--- config.mk ---
export PLATFORM = sky130hd
export DESIGN_NAME = sync_packet_receiver_fletcher_unit
export DESIGN_NICKNAME = d
export VERILOG_FILES = /design/src/design/sprf_pkg.sv /design/src/design/sprf_ram.sv /design/src/design/sync_packet_receiver_fletcher_unit.sv
export SDC_FILE = /design/constraint.sdc
export NUM_CORES = 1
export LEC_CHECK = 0
export BUFFER_PORTS_ARGS = -buffer_cell sky130_fd_sc_hd__buf_2
export CORE_MARGIN = 2
export CORE_UTILIZATION = 35
export CTS_CLUSTER_SIZE = 16
export DETAILED_ROUTE_END_ITERATION = 10
export PLACE_DENSITY = 0.49
export SLEW_MARGIN = 20
export SYNTH_ARGS = -nofsm -noshare
export SYNTH_HDL_FRONTEND = slang
export SYNTH_SLANG_ARGS = --single-unit
--- constraint.sdc ---
create_clock -name clock -period 12.3 [get_ports clock]
set_input_delay 1.23 -clock clock [delete_from_list [all_inputs] [get_ports clock]]
set_output_delay 1.23 -clock clock [all_outputs]
set_load 0.01 [all_outputs]
--- src/design/sprf_pkg.sv ---
`default_nettype none

package sprf_pkg;

   // packet geometry
   localparam int PACKET_BYTES = 16;
   localparam int ADDR_W       = $clog2(PACKET_BYTES);
   localparam int CNT_W        = $clog2(PACKET_BYTES + 1);
   localparam int EMIT_LEN     = PACKET_BYTES - 2;

   // field widths
   localparam int BYTE_W   = 8;
   localparam int STATUS_W = 2;
   localparam int INDEX_W  = 6;
   localparam int TICK_W   = 16;
   localparam int CSR_W    = 16;
   localparam int CSR_IDX_W = 1;

   typedef logic [STATUS_W-1:0] status_type;

   // result status codes
   localparam status_type STATUS_OK  = 2'd0;
   localparam status_type STATUS_DUP = 2'd1;
   localparam status_type STATUS_BAD = 2'd2;

   // register indexes
   localparam logic [CSR_IDX_W-1:0] CSR_SYNC    = 1'd0;
   localparam logic [CSR_IDX_W-1:0] CSR_TIMEOUT = 1'd1;

   // reset values
   localparam logic [BYTE_W-1:0] RESET_SYNC    = 8'd0;
   localparam logic [TICK_W-1:0] RESET_TIMEOUT = 16'd100;
   localparam logic [BYTE_W-1:0] RESET_SEQ     = 8'hAA;

endpackage

`default_nettype wire

--- src/design/sprf_ram.sv ---
`default_nettype none

module sprf_ram
   import sprf_pkg::*;
(
   input  wire logic              clock,
   input  wire logic              wr_en,
   input  wire logic [ADDR_W-1:0] wr_addr,
   input  wire logic [BYTE_W-1:0] wr_data,
   input  wire logic              rd_en,
   input  wire logic [ADDR_W-1:0] rd_addr,
   output logic      [BYTE_W-1:0] rd_data
);

   logic [BYTE_W-1:0] mem [PACKET_BYTES];
   logic [BYTE_W-1:0] rd_data_ff;

   // write port
   always_ff @(posedge clock) begin
      if (wr_en) begin
         mem[wr_addr] <= wr_data;
      end
   end

   // registered read port, holds when not enabled
   always_ff @(posedge clock) begin
      if (rd_en) begin
         rd_data_ff <= mem[rd_addr];
      end
   end

   assign rd_data = rd_data_ff;

endmodule

`default_nettype wire

--- src/design/sync_packet_receiver_fletcher_unit.sv ---
// channel   direction  handshake             payload
// req       in         req_valid/req_stall   req_action, req_rx_byte
// rsp       out        rsp_valid/rsp_stall   rsp_status, rsp_byte_index, rsp_byte_value, rsp_last
// csr       in         csr_write             csr_index, csr_data
//
// ticks and bytes are taken one per cycle unless req stalls, also a byte that completes a packet.
// an accepted packet then streams PACKET_BYTES-2 results after a registered packet store read,
// one per cycle unless rsp stalls; the single read port sets that rate. req is stalled meanwhile.
// a completing byte is stalled while the result register is still full.
// synchronous reset: control and csr registers reset; data registers and the store need no pass.
`default_nettype none

module sync_packet_receiver_fletcher_unit
   import sprf_pkg::*;
(
   input  wire logic                 clock,
   input  wire logic                 reset,
   input  wire logic                 req_valid,
   output logic                      req_stall,
   input  wire logic                 req_action,
   input  wire logic [BYTE_W-1:0]    req_rx_byte,
   output logic                      rsp_valid,
   input  wire logic                 rsp_stall,
   output logic      [STATUS_W-1:0]  rsp_status,
   output logic      [INDEX_W-1:0]   rsp_byte_index,
   output logic      [BYTE_W-1:0]    rsp_byte_value,
   output logic                      rsp_last,
   input  wire logic                 csr_write,
   input  wire logic [CSR_IDX_W-1:0] csr_index,
   input  wire logic [CSR_W-1:0]     csr_data
);

   typedef enum logic {ST_RUN, ST_EMIT} state_type;

   localparam logic [CNT_W-1:0] LAST_POS = CNT_W'(PACKET_BYTES - 1);
   localparam logic [CNT_W-1:0] CHK_POS  = CNT_W'(PACKET_BYTES - 2);
   localparam logic [CNT_W-1:0] SEQ_POS  = CNT_W'(1);
   localparam logic [CNT_W-1:0] FULL_CNT = CNT_W'(PACKET_BYTES);
   localparam logic [CNT_W-1:0] EMIT_CNT = CNT_W'(EMIT_LEN);
   localparam logic [ADDR_W-1:0] EMIT_LAST = ADDR_W'(EMIT_LEN - 1);

   // one step of a sum modulo 255, both operands already reduced or a raw byte
   function automatic logic [BYTE_W-1:0] add_mod255(input logic [BYTE_W-1:0] a,
                                                    input logic [BYTE_W-1:0] b);
      logic [BYTE_W:0] s;
      s = {1'b0, a} + {1'b0, b};
      if (s >= 9'd255) begin
         s = s - 9'd255;
      end
      return s[BYTE_W-1:0];
   endfunction

   state_type         state_ff, state_in;
   logic              collecting_ff, collecting_in;
   logic [CNT_W-1:0]  fill_ff, fill_in;
   logic [BYTE_W-1:0] sum1_ff, sum1_in;
   logic [BYTE_W-1:0] sum2_ff, sum2_in;
   logic [TICK_W-1:0] idle_ff, idle_in;
   logic [BYTE_W-1:0] acc_seq_ff, acc_seq_in;
   logic [BYTE_W-1:0] seq_ff, seq_in;
   logic [BYTE_W-1:0] chk_lo_ff, chk_lo_in;
   logic [BYTE_W-1:0] sync_ff, sync_in;
   logic [TICK_W-1:0] timeout_ff, timeout_in;
   logic [CNT_W-1:0]  rd_cnt_ff, rd_cnt_in;
   logic              mem_valid_ff, mem_valid_in;
   logic [ADDR_W-1:0] mem_idx_ff, mem_idx_in;
   logic              rsp_valid_ff, rsp_valid_in;
   status_type        rsp_status_ff, rsp_status_in;
   logic [INDEX_W-1:0] rsp_index_ff, rsp_index_in;
   logic [BYTE_W-1:0] rsp_value_ff, rsp_value_in;
   logic              rsp_last_ff, rsp_last_in;

   logic              req_xfer;
   logic              out_free;
   logic              move;
   logic              wr_en;
   logic [ADDR_W-1:0] wr_addr;
   logic              rd_en;
   logic [BYTE_W-1:0] rd_data;
   logic [BYTE_W-1:0] s1_next;
   logic [BYTE_W-1:0] s2_next;
   logic [BYTE_W-1:0] s1_sync;
   logic [TICK_W-1:0] idle_inc;

   // packet store
   sprf_ram u_store (
      .clock   (clock),
      .wr_en   (wr_en),
      .wr_addr (wr_addr),
      .wr_data (req_rx_byte),
      .rd_en   (rd_en),
      .rd_addr (rd_cnt_ff[ADDR_W-1:0]),
      .rd_data (rd_data)
   );

   // handshake terms
   assign req_stall = (state_ff != ST_RUN) ||
                      (rsp_valid_ff && collecting_ff && (fill_ff == LAST_POS));
   assign req_xfer  = req_valid && !req_stall;
   assign out_free  = !rsp_valid_ff || !rsp_stall;
   assign move      = (state_ff == ST_EMIT) && mem_valid_ff && out_free;

   // running sums and saturating idle count
   assign s1_next  = add_mod255(sum1_ff, req_rx_byte);
   assign s2_next  = add_mod255(sum2_ff, s1_next);
   assign s1_sync  = add_mod255(8'd0, req_rx_byte);
   assign idle_inc = (idle_ff == {TICK_W{1'b1}}) ? idle_ff : idle_ff + 16'd1;

   // next-state logic
   always_comb begin
      state_in      = state_ff;
      collecting_in = collecting_ff;
      fill_in       = fill_ff;
      sum1_in       = sum1_ff;
      sum2_in       = sum2_ff;
      idle_in       = idle_ff;
      acc_seq_in    = acc_seq_ff;
      seq_in        = seq_ff;
      chk_lo_in     = chk_lo_ff;
      sync_in       = sync_ff;
      timeout_in    = timeout_ff;
      rd_cnt_in     = rd_cnt_ff;
      mem_valid_in  = mem_valid_ff;
      mem_idx_in    = mem_idx_ff;
      rsp_valid_in  = rsp_valid_ff && rsp_stall;
      rsp_status_in = rsp_status_ff;
      rsp_index_in  = rsp_index_ff;
      rsp_value_in  = rsp_value_ff;
      rsp_last_in   = rsp_last_ff;
      wr_en         = 1'b0;
      wr_addr       = fill_ff[ADDR_W-1:0];
      rd_en         = 1'b0;

      // register writes
      if (csr_write) begin
         case (csr_index)
            CSR_SYNC:    sync_in    = csr_data[BYTE_W-1:0];
            CSR_TIMEOUT: timeout_in = csr_data;
            default:     sync_in    = sync_ff;
         endcase
      end

      case (state_ff)
         ST_RUN: begin
            if (req_xfer) begin
               if (!req_action) begin
                  // idle tick, may drop a partial packet
                  idle_in = idle_inc;
                  if (idle_inc > timeout_ff) begin
                     collecting_in = 1'b0;
                     fill_in       = '0;
                  end
               end else if (!collecting_ff) begin
                  // hunt for the sync byte
                  if (req_rx_byte == sync_ff) begin
                     wr_en         = 1'b1;
                     wr_addr       = '0;
                     sum1_in       = s1_sync;
                     sum2_in       = s1_sync;
                     fill_in       = CNT_W'(1);
                     idle_in       = '0;
                     collecting_in = 1'b1;
                  end
               end else begin
                  idle_in = '0;
                  if (fill_ff >= FULL_CNT) begin
                     collecting_in = 1'b0;
                     fill_in       = '0;
                  end else begin
                     wr_en = 1'b1;
                     if (fill_ff < CHK_POS) begin
                        sum1_in = s1_next;
                        sum2_in = s2_next;
                     end
                     if (fill_ff == SEQ_POS) begin
                        seq_in = req_rx_byte;
                     end
                     if (fill_ff == CHK_POS) begin
                        chk_lo_in = req_rx_byte;
                     end
                     if (fill_ff == LAST_POS) begin
                        // packet complete: judge it
                        collecting_in = 1'b0;
                        fill_in       = '0;
                        if (seq_ff == acc_seq_ff) begin
                           rsp_valid_in  = 1'b1;
                           rsp_status_in = STATUS_DUP;
                           rsp_index_in  = '0;
                           rsp_value_in  = '0;
                           rsp_last_in   = 1'b1;
                        end else if ({sum2_ff, sum1_ff} != {req_rx_byte, chk_lo_ff}) begin
                           rsp_valid_in  = 1'b1;
                           rsp_status_in = STATUS_BAD;
                           rsp_index_in  = '0;
                           rsp_value_in  = '0;
                           rsp_last_in   = 1'b1;
                        end else begin
                           acc_seq_in   = seq_ff;
                           state_in     = ST_EMIT;
                           rd_cnt_in    = '0;
                           mem_valid_in = 1'b0;
                        end
                     end else begin
                        fill_in = fill_ff + CNT_W'(1);
                     end
                  end
               end
            end
         end
         ST_EMIT: begin
            // move read data into the result register
            if (move) begin
               rsp_valid_in  = 1'b1;
               rsp_status_in = STATUS_OK;
               rsp_index_in  = INDEX_W'(mem_idx_ff);
               rsp_value_in  = rd_data;
               rsp_last_in   = (mem_idx_ff == EMIT_LAST);
               if (mem_idx_ff == EMIT_LAST) begin
                  state_in = ST_RUN;
               end
            end
            // issue the next read when its data can be held
            if ((rd_cnt_ff != EMIT_CNT) && (!mem_valid_ff || move)) begin
               rd_en        = 1'b1;
               mem_valid_in = 1'b1;
               mem_idx_in   = rd_cnt_ff[ADDR_W-1:0];
               rd_cnt_in    = rd_cnt_ff + CNT_W'(1);
            end else if (move) begin
               mem_valid_in = 1'b0;
            end
         end
         default: begin
            state_in = ST_RUN;
         end
      endcase
   end

   // state and registered outputs
   always_ff @(posedge clock) begin
      if (reset) begin
         state_ff      <= ST_RUN;
         collecting_ff <= 1'b0;
         fill_ff       <= '0;
         sum1_ff       <= '0;
         sum2_ff       <= '0;
         idle_ff       <= '0;
         acc_seq_ff    <= RESET_SEQ;
         sync_ff       <= RESET_SYNC;
         timeout_ff    <= RESET_TIMEOUT;
         rd_cnt_ff     <= '0;
         mem_valid_ff  <= 1'b0;
         rsp_valid_ff  <= 1'b0;
      end else begin
         state_ff      <= state_in;
         collecting_ff <= collecting_in;
         fill_ff       <= fill_in;
         sum1_ff       <= sum1_in;
         sum2_ff       <= sum2_in;
         idle_ff       <= idle_in;
         acc_seq_ff    <= acc_seq_in;
         sync_ff       <= sync_in;
         timeout_ff    <= timeout_in;
         rd_cnt_ff     <= rd_cnt_in;
         mem_valid_ff  <= mem_valid_in;
         rsp_valid_ff  <= rsp_valid_in;
      end
      seq_ff        <= seq_in;
      chk_lo_ff     <= chk_lo_in;
      mem_idx_ff    <= mem_idx_in;
      rsp_status_ff <= rsp_status_in;
      rsp_index_ff  <= rsp_index_in;
      rsp_value_ff  <= rsp_value_in;
      rsp_last_ff   <= rsp_last_in;
   end

   assign rsp_valid      = rsp_valid_ff;
   assign rsp_status     = rsp_status_ff;
   assign rsp_byte_index = rsp_index_ff;
   assign rsp_byte_value = rsp_value_ff;
   assign rsp_last       = rsp_last_ff;

endmodule

`default_nettype wire

==> results.yml, run 1 <==
outcome:
  status: "finished clean"
critical_path:
  cp_max_fo: 24
  cp-start-kind: "input pin"
  cp.required_ps: 12790
  cp.arrival_ps: 6390
  worstSetupPathType: "input pin to flip-flop"
  cp-end-kind: "flip-flop"
floorplanning:
  rows: 68
  die_h_um: 190
  io_pins: 50
  die_area_mm2: 0.0361
  core_mm2: 0.0343
  fp.dieW_um: 190
  start_util: 0.353
timing:
  finalSetupTns_ps: 0
  worst_pin_slew_ps: 1100
  finalCriticalPeriod_ps: 5900
  slew_viol_final: 0
  skew_ps: 22.5
  rsz0062_at_grt: "no"
  hold_violations: 0
  fin_crit_sh: 0.480
  max_freq_ghz: 0.169
  setup_viol: 0
  slew_headroom: 0.265
finish:
  seq_area_mm2: 0.00670
  layoutNonFillerInstCount: 1502
  multi_input_area_mm2: 0.00509
  drive_above_1_share: 0.171
  finalNetCount: 1100
  area_delta_synth_final_pct: 14.0
  fillers: 3259
yosys:
  syn-instance-count: 984
  synth_seq_cells: 249
  netlist_area_mm2: 0.0121
  ys_seq_area_frac: 0.554
  synth_top_family_by_area: "simple AND/OR/NAND/NOR gates"
  ys.flop_type: "edfxtp_1"
  ys_types: 79
  synth_xor_area_frac: 0.0391
  ys_warn_count: 0
  synth_edf_count: 171
  synthSimpleGateAreaFrac: 0.130
  synth_top_area_cell: "edfxtp_1"
  synth_adder_area_share: 0.0488
  async_flop_share: 0
  synth-compound-area-share: 0.105
  synth.area.top_cells: "edfxtp_1, dfxtp_1, mux4_2, ha_1, nand2_1"
  synth_top_area_share: 0.424
  avgSynthCellArea_um2: 12.3
  synth.area.mux_share: 0.0962
grt:
  grt_max_degree: 56
  grt_pass1_vias: 7757
  grt_usage: 0.159
  grt_pass1_wl_mm: 44.3
  antenna_found_initial: 1
  grt-ovfl-total: 0
route:
  drt_wl_total_mm: 28.2
  viasPerCell: 5.21
  first_pass_iters: 5
  post-route-drc-count: 0
  ant_nets: 0
  drt_iter0_markers: 514
  routedWlPerCell_um: 18.8
  vias: 7826
cts:
  cts_tree: "done"
  cts_hold_buf: 0
  post-cts-setup-buffer-count: 0
  cts.htree.levels: 1
  clock_path_buffers: 3
  cts_root_buffer: "clkbuf_16"
  clk_pin_slew_ps: 60
  cts.sinks: 249
  cts_buffers: 29
  clk_latency_ps: 560
  ctsResizeCount: 0
placed_design:
  hpwl_mm: 18.6
  gp_congestion: 0.774
  dp.cells: 1447
  portBuffers: 47
power:
  ir_drop_mv: 0.104
  power_density_mw_per_mm2: 139
  leakage_nw: 4.91
hold_path:
  hold_path_class: "flip-flop to flip-flop"
flow_run:
  max_cap_violations: 0
-- area by class of cell --
type | instances | area share
Clock inverter | 18 | 0.0137
Timing Repair Buffer | 55 | 0.0214
Inverter | 31 | 0.00844
Antenna cell | 1 | 0.000181
Multi-Input combinational cell | 657 | 0.369
Tap cell | 455 | 0.0413
Sequential cell | 249 | 0.486
Clock buffer | 36 | 0.0598
-- synth_stat cells, types with 3 or more instances --
| cell type | number |
|---|---|
| o21ai_0 | 25 |
| buf_4 | 3 |
| nand4_1 | 14 |
| dfxtp_1 | 78 |
| xor2_1 | 27 |
| nor2b_1 | 9 |
| xnor2_1 | 27 |
| inv_1 | 30 |
| nand4b_1 | 3 |
| edfxtp_1 | 171 |
| and4_1 | 6 |
| mux2i_1 | 24 |
| nand3_1 | 29 |
| and3_1 | 8 |
| o211a_1 | 3 |
| a31oi_1 | 18 |
| clkbuf_1 | 30 |
| nor4_1 | 10 |
| a211oi_1 | 7 |
| a211o_1 | 3 |
| buf_2 | 10 |
| nor2_1 | 67 |
| nand2_1 | 85 |
| o211ai_1 | 11 |
| mux4_2 | 40 |
| a31o_2 | 6 |
| o21ai_1 | 5 |
| a22oi_1 | 7 |
| a21oi_1 | 53 |
| and2_1 | 21 |
| nor3b_1 | 4 |
| buf_1 | 4 |
| a311oi_1 | 3 |
| o21a_1 | 6 |
| nand2b_1 | 13 |
| nor3_1 | 15 |
| or3_1 | 3 |
| a21o_1 | 8 |
| o221ai_1 | 3 |
| ha_1 | 44 |
-- final timing paths --
path,start,to,slack (ps),cells past startpoint
max reg2reg,sum1_ff[0],sum2_ff[2],7080,17
min,rd_cnt_ff[0],mem_idx_ff[0],430,0
min reg2reg,rd_cnt_ff[0],mem_idx_ff[0],430,0
max,req_rx_byte[0],sum2_ff[2],6400,18
-- through the flow --
step	hold slack [ps]	utilization	setup slack (ps)	power (mW)	instance area (µm²)
detailed placement	430	0.372	5880	1.05	12800
global route	438	0.402	6060	2.00	13800
floorplan	428	-	6740	1.01	12100
CTS	430	0.402	6430	1.95	13800
global placement	427	0.372	5910	1.05	12800
finish	431	0.402	6400	1.92	13800
-- sequential cells by signal, summed over array words and instances, names as in the netlist --
signal	flops
sum1_ff	8
seq_ff	8
state_ff	1
mem_idx_ff	4
collecting_ff	1
rsp_status	2
sync_ff	8
fill_ff	5
idle_ff	16
chk_lo_ff	8
timeout_ff	16
rd_cnt_ff	5
sum2_ff	8
rsp_byte_value	8
rsp_byte_index	4
rsp_valid	1
u_store.rd_data	8
rsp_last	1
mem_valid_ff	1
acc_seq_ff	8
u_store.mem	128
-- worst max-delay path: stages --
cell and delay (ps):
buf_2 240, ha_1 310, fa_1 440, a211oi_2 340, nor2_1 110, a21o_1 250
a2111oi_4 490, a21o_4 210, mux2i_1 350, inv_1 80, ha_1 320, a211oi_4 320
o21ai_0 160, a221oi_1 330, xnor2_1 290, a31oi_2 270, or4_1 540, nand3_1 90
-- kinds of logic (layout without fill, tap and decap cells) --
| kind of cell | after synthesis | count (layout) |
|---|---|---|
| simple gates | 304 | 304 |
| mux | 66 | 66 |
| fa+ha+maj | 46 | 46 |
| flops | 249 | 249 |
| buf+inv | 79 | 140 |
| other cells | 1 | 3 |
| compound gates | 185 | 185 |
| xor+xnor | 54 | 54 |
-- power by group --
part	internal (mW)	leakage (nW)	switching, mW	total [mW]
logic	0.0442	2.20	0.0791	0.123
clock network	0.541	0.502	0.352	0.893
registers	0.899	2.20	0.00534	0.904
total	1.48	4.91	0.437	1.92
-- routing by layer --
| metal | vias up | wire length [µm] | GRT usage |
|---|---|---|---|
| li1 | 3802 | - | - |
| met1 | 3841 | 13200 | 0.219 |
| met2 | 147 | 13200 | 0.262 |
| met3 | 36 | 1350 | 0.0258 |
| met4 | 0 | 480 | 0.0370 |
| met5 | - | 0 | 0 |
-- cells in the final DEF, fill, tap and decap left out, types with 18 or more instances in the layout --
cell type and instances:
nand2_1 85, xor2_1 27, o21ai_0 25, xnor2_1 27
edfxtp_1 171, nor2_1 66, inv_1 30, mux2i_1 24
a21oi_1 53, a31oi_1 18, ha_1 44, mux4_2 40
nand3_1 29, and2_1 21, clkbuf_16 31, dfxtp_1 77
buf_2 47
Note: power is estimated with default switching activity, not from simulation.
==> inputs of run 2 (changes only) <==
- clock period: 12.3 -> 5.9 ns (I/O delays scaled with it)
==> run 2 against run 1 <==
Against the previous run:
- critical path depth shrank 1
- highest routed layer unchanged
- critical path type is now flip-flop to flip-flop
- clock power is 96% higher
- global-route usage rose by 0.27 points
- register-to-register slack worse by 6400 ps
- sequential share of layout area up 0.088 points
==> results.yml, run 2 (synthesis results as in run 1) <==
route:
  drt_iter0_markers: 545
  drt_wl_total_mm: 28.5
  ant_nets: 0
  vias: 7845
  viasPerCell: 5.21
  post-route-drc-count: 0
  routedWlPerCell_um: 18.9
  first_pass_iters: 5
critical_path:
  endpoint: "sum2_ff[2]"
  reg2reg_slack_ps: 680
  cp.arrival_ps: 5720
  cp.required_ps: 6410
  slowest_stage: "or4_1"
  r2r_start: "sum1_ff[0]"
  r2r-end: "sum2_ff[2]"
  worstSetupPathType: "flip-flop to flip-flop"
  cp_common_cell: "ha_1"
  cp_slowest_stage_delay_ps: 540
  cp-start-kind: "flip-flop"
  crit_start: "sum1_ff[0]"
  cp-end-kind: "flip-flop"
  ff2ff_path_depth: 17
  cp_max_fo: 7
  crit_chain: "ha_1, fa_1, a211oi_2, nor2_1, a21o_1, a2111oi_4, a21o_4, mux2i_1, inv_1, ha_1, a211oi_4, o21ai_0, a221oi_1, xnor2_1, a31oi_2, or4_1, nand3_1"
power:
  finalPower_mw: 3.90
  power_density_mw_per_mm2: 283
  ir_drop_mv: 0.198
  leakage_nw: 4.89
cts:
  post-cts-setup-buffer-count: 0
  ctsResizeCount: 0
  clk_pin_slew_ps: 60
  cts_root_buffer: "clkbuf_16"
  cts.sinks: 249
  clk_latency_ps: 560
  cts_buffers: 28
  cts.htree.levels: 1
  clock_path_buffers: 3
  cts_tree: "done"
  cts_hold_buf: 0
finish:
  layout_common_cells: "edfxtp_1, nand2_1, dfxtp_1, nor2_1, a21oi_1"
  finalNetCount: 1106
  registers.top_by_ff_count: "u_store.mem"
  largest_register_ffs: 128
  drive_above_1_share: 0.170
  fillers: 3231
  final_common_cell: "edfxtp_1"
  area_delta_synth_final_pct: 13.8
  top_regs: "u_store.mem (128), idle_ff (16), timeout_ff (16)"
floorplanning:
  fp.dieW_um: 190
  rows: 68
  core_mm2: 0.0343
  io_pins: 50
  die_h_um: 190
  die_area_mm2: 0.0361
  start_util: 0.353
timing:
  worst_pin_slew_ps: 1090
  fin_crit_sh: 0.884
  finalSetupTns_ps: 0
  finalCriticalPeriod_ps: 5220
  skew_ps: 17.9
  hold_violations: 0
  max_freq_ghz: 0.192
  slew_headroom: 0.270
  rsz0062_at_grt: "no"
  setup_viol: 0
  slew_viol_final: 0
outcome:
  status: "finished clean"
hold_path:
  hold_path_class: "input pin to flip-flop"
  worstHoldStart: "csr_data[8]"
placed_design:
  hpwl_mm: 19.7
  gp_congestion: 0.789
  portBuffers: 47
grt:
  grt_pass1_vias: 7638
  grt_usage: 0.161
  antenna_found_initial: 1
  grt_max_degree: 56
  grt-ovfl-total: 0
  grt_pass1_wl_mm: 44.8
flow_run:
  max_cap_violations: 0
==> run 2: cell count changes in the layout (fill, tap and decap cells not counted), moves of 2 or more <==
cell	previous run	this run
clkbuf_1	2	10
buf_4	8	15
clkinv_1	6	2
clkbuf_16	31	28
clkinv_4	3	0
clkinvlp_4	0	2
==> run 2: per-stage QoR <==
step / setup slack, ps / area (µm²) / cells / hold slack, ps / util
6_report: 685 / 13800 / 1507 / 278 / 0.401
3_3_place_gp: 458 / 12800 / 1454 / 446 / 0.374
4_1_cts: 708 / 13800 / 1506 / 258 / 0.401
3_5_place_dp: 355 / 12800 / 1454 / 448 / 0.374
5_1_grt: 218 / 13800 / 1506 / 274 / 0.401
2_1_floorplan: 979 / 12100 / 985 / 428 / -
==> run 2: power by group <==
part	internal (mW)	leakage, nW	total [mW]	switching (mW)
combinational	0.0956	2.24	0.265	0.170
sequential	1.87	2.20	1.89	0.0115
clock	1.05	0.450	1.75	0.697
==> run 2: critical path: cells and delay by family, from the launching register on <==
family	cells	cell delay, ps
flops	1	350
simple gates	3	740
fa+ha+maj	3	1010
compound gates	8	2300
buf+inv	1	100
xor+xnor	1	300
mux	1	350
==> run 2: worst min path at each step <==
stage / depth (start not counted) / slack (ps) / end
2_1_floorplan: 0 / 430 / mem_idx_ff[3]
3_3_place_gp: 2 / 450 / timeout_ff[4]
3_5_place_dp: 2 / 450 / timeout_ff[4]
4_1_cts: 3 / 260 / timeout_ff[8]
5_1_grt: 3 / 270 / timeout_ff[8]
6_report: 3 / 280 / timeout_ff[8]
==> run 2: layer usage <==
layer / track usage / routed length, µm / share of wire / vias up
met5: 0 / 0 / 0 / -
met4: 0.0569 / 802 / 0.028 / 0
met3: 0.0238 / 1140 / 0.040 / 40
met2: 0.263 / 13500 / 0.47 / 174
met1: 0.219 / 13100 / 0.46 / 3846
li1: - / - / - / 3785
==> run 2: final cells by class <==
type	count	area, µm²	share of cell area
flip-flops and latches	249	6700	0.487
multi-input cells	657	5090	0.370
clock buffers	41	779	0.0566
well taps	455	569	0.0414
repair buffers	62	348	0.0253
clock inverters	11	159	0.0115
inverters	31	116	0.00845
diodes	1	2.50	0.000182
